**src/rtl/pta_pkg.sv**
```systemverilog
// Package for the primitive-to-triangle assembly block.
// Holds the triangle and push types and the primitive type codes.
// No dependencies.
package pta_pkg;

  localparam int unsigned IdxW  = 16;
  localparam int unsigned TypeW = 8;
  localparam int unsigned FullLenW = 20;

  localparam logic [TypeW-1:0] TypeList  = 8'd0;
  localparam logic [TypeW-1:0] TypeStrip = 8'd1;
  localparam logic [TypeW-1:0] TypeQuad  = 8'd2;

  typedef struct packed {
    logic [IdxW-1:0] a;
    logic [IdxW-1:0] b;
    logic [IdxW-1:0] c;
    logic            last;
  } tri_t;

  // up to two triangles produced by one index request
  typedef struct packed {
    logic [1:0] n;
    tri_t       t0;
    tri_t       t1;
  } push_t;

endpackage

```
**src/rtl/pta_assemble.sv**
```systemverilog
// Assembly state and triangle forming for one registered index request.
// Depends on pta_pkg.
module pta_assemble #(
  parameter int unsigned LenW = 20
) (
  input  logic                       clk_i,
  input  logic                       rst_ni,
  input  logic                       en_i,
  input  logic [pta_pkg::IdxW-1:0]   idx_i,
  input  logic [pta_pkg::TypeW-1:0]  type_i,
  input  logic [LenW-1:0]            len_i,
  input  logic                       first_i,
  input  logic                       in_range_i,
  output pta_pkg::push_t             push_o
);

  logic [2:0][pta_pkg::IdxW-1:0] held_q, held_d;
  logic [1:0] list_q, list_d;
  logic [1:0] quad_q, quad_d;
  logic [1:0] seen_q, seen_d;
  logic       par_q, par_d;

  logic [1:0] list_c, quad_c, seen_c;
  logic       par_c;
  logic       ok;

  always_comb begin
    list_c = first_i ? 2'd0 : list_q;
    quad_c = first_i ? 2'd0 : quad_q;
    seen_c = first_i ? 2'd0 : seen_q;
    par_c  = first_i ? 1'b0 : par_q;
    ok     = in_range_i && (|len_i);

    held_d = held_q;
    list_d = list_c;
    quad_d = quad_c;
    seen_d = seen_c;
    par_d  = par_c;
    push_o = '0;

    if (ok) begin
      unique case (type_i)
        pta_pkg::TypeList: begin
          if (list_c >= 2'd2) begin
            push_o.n  = 2'd1;
            push_o.t0 = '{a: held_q[0], b: held_q[1], c: idx_i, last: 1'b1};
            list_d    = 2'd0;
          end else begin
            held_d[list_c] = idx_i;
            list_d = list_c + 2'd1;
          end
        end
        pta_pkg::TypeStrip: begin
          if (seen_c >= 2'd2) begin
            push_o.n = 2'd1;
            if (par_c) begin
              push_o.t0 = '{a: held_q[0], b: idx_i, c: held_q[1], last: 1'b1};
            end else begin
              push_o.t0 = '{a: held_q[0], b: held_q[1], c: idx_i, last: 1'b1};
            end
            par_d = ~par_c;
          end else begin
            seen_d = seen_c + 2'd1;
          end
          held_d[0] = held_q[1];
          held_d[1] = idx_i;
        end
        pta_pkg::TypeQuad: begin
          if (len_i[1:0] == 2'd0) begin
            if (quad_c >= 2'd3) begin
              push_o.n  = 2'd2;
              push_o.t0 = '{a: held_q[0], b: held_q[1], c: held_q[2], last: 1'b0};
              push_o.t1 = '{a: held_q[0], b: held_q[2], c: idx_i, last: 1'b1};
              quad_d    = 2'd0;
            end else begin
              held_d[quad_c] = idx_i;
              quad_d = quad_c + 2'd1;
            end
          end
        end
        default: begin
        end
      endcase
    end
  end

  always_ff @(posedge clk_i or negedge rst_ni) begin
    if (!rst_ni) begin
      held_q <= '0;
      list_q <= '0;
      quad_q <= '0;
      seen_q <= '0;
      par_q  <= 1'b0;
    end else if (en_i) begin
      held_q <= held_d;
      list_q <= list_d;
      quad_q <= quad_d;
      seen_q <= seen_d;
      par_q  <= par_d;
    end
  end

endmodule

```
**src/rtl/pta_out_queue.sv**
```systemverilog
// Two-entry result queue for triangles, registered toward the master side.
// Depends on pta_pkg.
module pta_out_queue (
  input  logic           clk_i,
  input  logic           rst_ni,
  input  logic           push_en_i,
  input  pta_pkg::push_t push_i,
  input  logic           pop_ready_i,
  output logic           head_valid_o,
  output pta_pkg::tri_t  head_o,
  output logic [1:0]     free_o
);

  pta_pkg::tri_t q0_q, q0_d, q1_q, q1_d;
  logic [1:0] cnt_q, cnt_d;
  logic       pop;
  logic [1:0] base;
  logic [1:0] n;

  assign head_valid_o = (cnt_q != 2'd0);
  assign head_o       = q0_q;
  assign pop          = head_valid_o && pop_ready_i;
  assign base         = cnt_q - {1'b0, pop};
  assign free_o       = 2'd2 - base;
  assign n            = push_en_i ? push_i.n : 2'd0;

  always_comb begin
    q0_d = pop ? q1_q : q0_q;
    q1_d = q1_q;
    unique case (base)
      2'd0: begin
        if (n != 2'd0) q0_d = push_i.t0;
        if (n == 2'd2) q1_d = push_i.t1;
      end
      2'd1: begin
        if (n != 2'd0) q1_d = push_i.t0;
      end
      default: begin
      end
    endcase
    cnt_d = base + n;
  end

  always_ff @(posedge clk_i or negedge rst_ni) begin
    if (!rst_ni) begin
      cnt_q <= '0;
    end else begin
      cnt_q <= cnt_d;
    end
  end

  always_ff @(posedge clk_i) begin
    q0_q <= q0_d;
    q1_q <= q1_d;
  end

endmodule

```
**src/rtl/primitive_to_triangle_assembly.sv**
```systemverilog
// Primitive-to-triangle assembly, top level.
// Slave side: one vertex index per request, with its primitive tags.
// Master side: one triangle per request, tlast on the final triangle of an index.
// Lists give one triangle per triple, strips one per index from the third on
// with alternating winding, quads two per fourth index; other types, quads whose
// length is not a multiple of four, out-of-range or zero-length primitives give nothing.
// An index is taken into an input register, then assembled into a two-entry
// result queue whose head is presented on the master side.
// Throughput: one index per cycle while the result queue has room for its
// triangles; the master side moves one triangle per cycle, so a quad's fourth
// index needs two triangle transfers.
// Reset clears the assembly counters, held indices and both stages.
// When the master stalls the queue fills, the input register holds its index
// and s_axis_tready falls; nothing is dropped.
// Depends on pta_pkg, pta_assemble, pta_out_queue.
module primitive_to_triangle_assembly #(
  parameter int unsigned LENGTH_BITS = 20
) (
  input  logic        clk_i,
  input  logic        rst_ni,
  input  logic        s_axis_tvalid,
  output logic        s_axis_tready,
  input  logic [39:0] s_axis_tdata,  // index_value[15:0], prim_length[35:16], zero
  input  logic [9:0]  s_axis_tuser,  // prim_type[7:0], prim_first[8], prim_in_range[9]
  output logic        m_axis_tvalid,
  input  logic        m_axis_tready,
  output logic [47:0] m_axis_tdata,  // corner_a[15:0], corner_b[31:16], corner_c[47:32]
  output logic        m_axis_tlast   // last_of_item
);

  localparam int unsigned LenW =
    (LENGTH_BITS < pta_pkg::FullLenW) ? LENGTH_BITS : pta_pkg::FullLenW;

  logic                        vld_q;
  logic [pta_pkg::IdxW-1:0]    idx_q;
  logic [pta_pkg::TypeW-1:0]   type_q;
  logic [LenW-1:0]             len_q;
  logic                        first_q;
  logic                        rng_q;

  pta_pkg::push_t push;
  pta_pkg::tri_t  head;
  logic [1:0]     free;
  logic           fire;
  logic           take;

  assign fire          = vld_q && (push.n <= free);
  assign s_axis_tready = !vld_q || fire;
  assign take          = s_axis_tvalid && s_axis_tready;

  always_ff @(posedge clk_i or negedge rst_ni) begin
    if (!rst_ni) begin
      vld_q <= 1'b0;
    end else if (take) begin
      vld_q <= 1'b1;
    end else if (fire) begin
      vld_q <= 1'b0;
    end
  end

  always_ff @(posedge clk_i) begin
    if (take) begin
      idx_q   <= s_axis_tdata[pta_pkg::IdxW-1:0];
      len_q   <= s_axis_tdata[pta_pkg::IdxW +: LenW];
      type_q  <= s_axis_tuser[pta_pkg::TypeW-1:0];
      first_q <= s_axis_tuser[8];
      rng_q   <= s_axis_tuser[9];
    end
  end

  pta_assemble #(
    .LenW(LenW)
  ) u_assemble (
    .clk_i      (clk_i),
    .rst_ni     (rst_ni),
    .en_i       (fire),
    .idx_i      (idx_q),
    .type_i     (type_q),
    .len_i      (len_q),
    .first_i    (first_q),
    .in_range_i (rng_q),
    .push_o     (push)
  );

  pta_out_queue u_out_queue (
    .clk_i        (clk_i),
    .rst_ni       (rst_ni),
    .push_en_i    (fire),
    .push_i       (push),
    .pop_ready_i  (m_axis_tready),
    .head_valid_o (m_axis_tvalid),
    .head_o       (head),
    .free_o       (free)
  );

  assign m_axis_tdata = {head.c, head.b, head.a};
  assign m_axis_tlast = head.last;

endmodule

```
**config.mk**
```make
export PLATFORM = sky130hd
export DESIGN_NAME = primitive_to_triangle_assembly
export DESIGN_NICKNAME = d
export VERILOG_FILES = /design/src/rtl/pta_pkg.sv /design/src/rtl/pta_assemble.sv /design/src/rtl/pta_out_queue.sv /design/src/rtl/primitive_to_triangle_assembly.sv
export SDC_FILE = /design/constraint.sdc
export NUM_CORES = 1
export LEC_CHECK = 0
export BUFFER_PORTS_ARGS = -buffer_cell sky130_fd_sc_hd__buf_2
export CAP_MARGIN = 25
export CORE_MARGIN = 3
export CORE_UTILIZATION = 25
export CTS_BUF_LIST = sky130_fd_sc_hd__clkbuf_8 sky130_fd_sc_hd__clkbuf_16
export DETAILED_ROUTE_END_ITERATION = 8
export GPL_TIMING_DRIVEN = 0
export PLACE_DENSITY = 0.48
export SETUP_SLACK_MARGIN = 0.3
export SLEW_MARGIN = 10
export SYNTH_ARGS = -nofsm -noshare
export SYNTH_HDL_FRONTEND = slang
export SYNTH_SLANG_ARGS = --single-unit
```
**constraint.sdc**
```tcl
create_clock -name clk_i -period 16.7 [get_ports clk_i]
set_input_delay 3.34 -clock clk_i [delete_from_list [all_inputs] [get_ports clk_i]]
set_output_delay 3.34 -clock clk_i [all_outputs]
set_load 0.03 [all_outputs]
```
* Word level (Yosys, flattened, before mapping) *
Index checks and enable logic that the tools add are counted.

cells by class
  bitwise logic cells = 1
  eq/ne operators = 9
  reductions and logical operators = 21
  magnitude comparators = 8
  mux-type cells = 45
  add/sub/neg operators = 6

operators with widths
  cell                 count
  $mux 100             3
  $mux 49              6
  $pmux 51 s3          1
  $mux 48              3
  $mux 50              2
  $pmux 49 s2          1
  $bwmux 48            2
  $pmux 32 s3          1
  $demux 16 s2         2
  $mux 33              1
  $mux 16              2
  $pmux 16 s2          1
  $mux 2               14
  $reduce_or 20->1     1
  $reduce_and 6->1     2
  $reduce_bool 2->1    5
  $eq 8x1->1 const B   1
  $eq 8x2->1 const B   1
  $logic_not 8->1      1
  $add 2x1->2 const B  3
  $ge 2x2->1 const B   3
  $logic_and 1x1->1    6
  $lt 2x3->1 const B   2
  $mux 1               6
  15 further kinds     20

storage, ports and cells
  word-level logic and storage cells = 112
  register bits = 202
  output and inout port bits = 51
  input bits = 54

* Logic depth before layout (Yosys ltp) *
  depth after elaboration = 12
  gate-level depth with buffers = 17

* Modules after synthesis *
From an unflattened synthesis, not the netlist that was laid out.

second synthesis, totals
  cells, all modules = 738
  area total of the unflattened synthesis = 9764.4 sq um

modules (own cells, without submodules)
  module                          instances  area each (sq um)  sequential area each (sq um)  cells an instance
  pta_out_queue                   1          4480.5             2502.4                        284
  pta_assemble                    1          3782.4             1376.3                        396
  primitive_to_triangle_assembly  1          1501.4             1406.3                        58

* Least setup slack after synthesis *
OpenSTA, ideal clock, no wires.

  path kind = input to register
  start = input m_axis_tready
  end = register u_out_queue.q1_q[0] in the netlist's numbering (enable)
  arrival = 14.046 ns
  path buffers = 3
  stages on the path = 13
  setup time = 0.717 ns
  setup slack = 1.936 ns
  cells stage by stage = nand2_1 -> buf_1 -> clkbuf_1 -> inv_1 -> ha_1 -> xnor2_1 -> ha_1 -> ha_1 -> nor2b_1 -> o21ai_1 -> o2111ai_1 -> buf_2 -> a2111oi_0

between the ends
  cells in the longest elaborated chain, start to end = 9
  elaborated cells between the ends (all ways) = 14

RTL lines
  item                                             RTL line                                  text
  start, declared                                  primitive_to_triangle_assembly.sv:26      input logic m_axis_tready,
  $logic_and 1x1->1 (*)                            pta_out_queue.sv:22                       assign pop = head_valid_o && pop_ready_i;
  $sub 2x1->2 (*)                                  pta_out_queue.sv:23                       assign base = cnt_q - {1'b0, pop};
  $sub 2x2->2                                      pta_out_queue.sv:24                       assign free_o = 2'd2 - base;
  $le 2x2->1                                       primitive_to_triangle_assembly.sv:47      assign fire = vld_q && (push.n <= free);
  $logic_and 1x1->1                                primitive_to_triangle_assembly.sv:47
  $mux 2                                           pta_out_queue.sv:25                       assign n = push_en_i ? push_i.n : 2'd0;
  $eq 2x2->1 or $reduce_bool 2->1 (tied branches)  pta_out_queue.sv:33, pta_out_queue.sv:36
  $ne 2x1->1 (no line)                             n/a
  $reduce_and 3->1 (no line) (*)                   n/a
  end signal, assigned                             pta_out_queue.sv:54                       q1_q <= q1_d;
  end, declared                                    pta_out_queue.sv:14                       pta_pkg::tri_t q0_q, q0_d, q1_q, q1_d;

Mark *: on every way between the ends. The rest lies on a longest branch, timed or not.
A chain may end at the register's enable or synchronous reset.

* Worst setup path in the final report *
  start = input m_axis_tready
  end = output s_axis_tready

between the ends
  cells in the longest elaborated chain, start to end = 6

RTL lines
  item               RTL line                              text
  $logic_and 1x1->1  pta_out_queue.sv:22
  $sub 2x1->2        pta_out_queue.sv:23
  $sub 2x2->2        pta_out_queue.sv:24
  $le 2x2->1         primitive_to_triangle_assembly.sv:47
  $logic_and 1x1->1  primitive_to_triangle_assembly.sv:47
  $logic_or 1x1->1   primitive_to_triangle_assembly.sv:48  assign s_axis_tready = !vld_q || fire;
  end, declared      primitive_to_triangle_assembly.sv:22  output logic s_axis_tready,

No other way between the ends.

==> out/qor.yml <==
layout_commonest_cell: "buf_2"
crit_path_start_kind: "input pin"
cpMaxStageDelayCell: "clkbuf_1"
synth_fa_ha_area_share_pct: 1.33
worst-setup-path-type: "in2out"
grt_start_max_net_pins: 59
final-hold-violation-count: 0
post-route-util_pct: 30.9
yosys.area_share.simple_pct: 9.75
drt-total-wl_um: 26900
holdBufCountCts: 0
vias: 6647
cap_violations: 0
clk_pin_slew_ps: 60
crit_required_ps: 13360
synth_top_family_by_area: "compound AO/OA/AOI/OAI gates"
reg2reg_depth: 17
reg2reg_to: "u_out_queue.q1_q[2]$_DFFE_PP_"
cts_setup_buffers: 0
switching_power_uw: 610
first_pass_iters: 5
start_util_pct: 25.5
synth-edff-count: 95
power_frac_comb_pct: 27.9
coreArea_mm2: 0.0368
rsz0062_at_grt: "false"
area_delta_synth_final_pct: 21.1
root_buffer: "clkbuf_16"
antennaDiodeCount: 0
path_buf_inv: 5
muxShareOfSynthArea_pct: 11.3
worst_skew_pair.late_latency_ps: 540
path_max_fanout: 10
numCtsBuffers: 24
cellLeakagePower_uw: 0.00436
die_area_mm2: 0.0399
reg2reg_from: "u_out_queue.cnt_q[1]$_DFF_PN0_"
grt_pass1_vias: 6688
clk_path_buf_depth: 3
min_from: "u_assemble.held_q[4]$_DFFE_PN0P_"
seq_area_frac_synth_pct: 56.3
grt.overflow.total: 0
clockPowerShare_pct: 30.8
period_needed_ps: 10260
pwr-share-seq_pct: 41.3
crit_path_end_kind: "output pin"
cts_sinks: 202
powerDensity_mw_per_mm2: 150
syn_area_per_cell_um2: 12.4
ys_ff_latch: 202
max_stage_delay_ps: 620
pre_cts_ws_ps: 6340
die_w_um: 200
worst_pin_slew_ps: 1070
ctsResizeCount: 0
antenna_found_initial: 0
num_rows: 70
wl_per_cell_um: 19.5
skew_ps: 26.4
cp_cell_sequence: "buf_2 > nand2_1 > buf_1 > clkbuf_1 > inv_1 > ha_1 > xnor2_1 > ha_1 > ha_1 > nor2b_1 > o211ai_1 > buf_2"
mostFrequentLayoutCells: "buf_2, edfxtp_1, dfrtp_1"
layout.nets: 958
ios: 105
synth_compound_area_share_pct: 17.3
setup_viol: 0
p_sw_share_pct: 35.9
slew_viol_final: 0
tritoncts: "done"
synth_xor_area_share_pct: 0.280
synth_area_mm2: 0.00938
ff2ff_setup_slack_ps: 10070
slew-limit-headroom_pct: 28.3
synth-main-ff-cell: "edfxtp_1"
async_flop_share_pct: 28.7
grt_pass1_wl_um: 40600
syn-num-nets: 822
worstPathArrival_ps: 6920
route.detailed.drc: 0
hold_path.class: "reg2reg"
dpl.hpwl_um: 20100
hold-path-cell-count: 1
grt_usage_pct: 13.3
critical_path.top_delay_family: "buffers and inverters"
drt.antenna.violating_nets: 0
p_int_uw: 1090
syn_inst: 758
min_period_over_period_pct: 61.4
drt_iter0_drc: 470
htree_levels: 1
place_congestion: 0.826
worst_hold_slack_ps: 523
fmax_mhz: 97.5
setup_ws_ps: 6440
vias_per_cell: 4.82
crit_cells: 12
yosys_warnings: 0
ir_drop_v: 0.0000709
outcome: "finished, final reports clean"
io_buffer_count: 100
drive_gt1_share_pct: 27.2
synth_cell_types: 67
crit_top_cell: "ha_1"
worstHoldEndpoint: "u_assemble.held_q[4]$_DFFE_PN0P_"
die_h_um: 200
power groups by stage:
stage / clock network (µW) / registers (µW) / logic, µW
after global routing: 558 / 715 / 515
after floorplan: 0 / 766 / 246
after CTS: 537 / 703 / 481
after detailed placement: 0 / 713 / 480
final: 522 / 702 / 475
after global placement: 0 / 714 / 468
per-layer routing:
metal | GRT usage (%) | vias to the layer above | wire length, µm
met5 | 0 | - | 0
met4 | 3.54 | 0 | 507
met3 | 2.23 | 29 | 1360
met2 | 21.4 | 149 | 12400
met1 | 18.5 | 3253 | 12700
li1 | - | 3216 | -
cell type report:
cell class	count	area [µm²]
Buffer	55	294
Clock buffer	26	628
Clock inverter	18	159
Fill cell	3796	25400
Inverter	14	52.6
Multi-Input combinational cell	487	3760
Sequential cell	202	5290
Tap cell	468	586
Timing Repair Buffer	110	596
how the worst max path moves through the flow:
stage,from,endpoint,slack [ps]
detailed placement,m_axis_tready,s_axis_tready,6340
finish,m_axis_tready,s_axis_tready,6440
global route,m_axis_tready,s_axis_tready,6190
CTS,m_axis_tready,s_axis_tready,6340
floorplan,m_axis_tready,u_out_queue.q1_q[0]$_DFFE_PP_,1940
global placement,m_axis_tready,u_out_queue.q1_q[2]$_DFFE_PP_,-4950
registers in the layout, indices dropped and copies added, names as in the netlist, 2 cells and up:
register,cells
u_out_queue.head_o,49
u_out_queue.q1_q,49
u_assemble.held_q,48
len_q,20
idx_q,16
type_q,8
u_assemble.list_q,2
u_assemble.quad_q,2
u_assemble.seen_q,2
u_out_queue.cnt_q,2
stage by stage:
stage / TNS (ps) / power (µW) / instance area, µm² / cells
2_1_floorplan: 0 / 1010 / 9380 / 758
6_report: 0 / 1700 / 11400 / 1380
3_5_place_dp: 0 / 1190 / 10600 / 1336
3_3_place_gp: -242180 / 1180 / 10500 / 1326
4_1_cts: 0 / 1720 / 11400 / 1380
5_1_grt: 0 / 1790 / 11400 / 1380
synth_stat cells, types with 3 or more instances:
cell type	number	area, µm²
clkbuf_1	33	124
nand4_1	3	18.8
or2_2	3	18.8
a31oi_1	18	113
o41ai_4	3	82.6
buf_2	4	20.0
mux2_1	10	113
o211ai_1	6	45.0
buf_4	6	45.0
nand3_1	39	195
buf_1	4	15.0
o21ai_0	36	180
mux2_2	56	631
nor4_4	3	63.8
a22oi_1	16	120
nor2b_1	5	31.3
buf_6	8	90.1
o31ai_1	32	240
dfxtp_1	49	981
and2_1	20	125
nor2_1	10	37.5
nor4_1	7	43.8
dfrtp_1	58	1450
inv_1	13	48.8
o2bb2ai_1	32	280
nand2_1	51	191
a21oi_1	20	100
a22o_2	6	60.1
ha_1	10	125
edfxtp_1	95	2850
a22o_1	27	236
mux2i_1	32	320
cell families (layout without fill, tap and decap cells):
logic type | count (synthesis) | after routing
AO/OA/AOI/OAI | 215 | 215
flip-flops | 202 | 202
adder cells (fa/ha/maj) | 10 | 10
XOR/XNOR | 3 | 3
buffers and inverters | 69 | 223
AND/OR/NAND/NOR | 161 | 161
multiplexers | 98 | 98
Note: power is estimated with default switching activity, not from simulation.
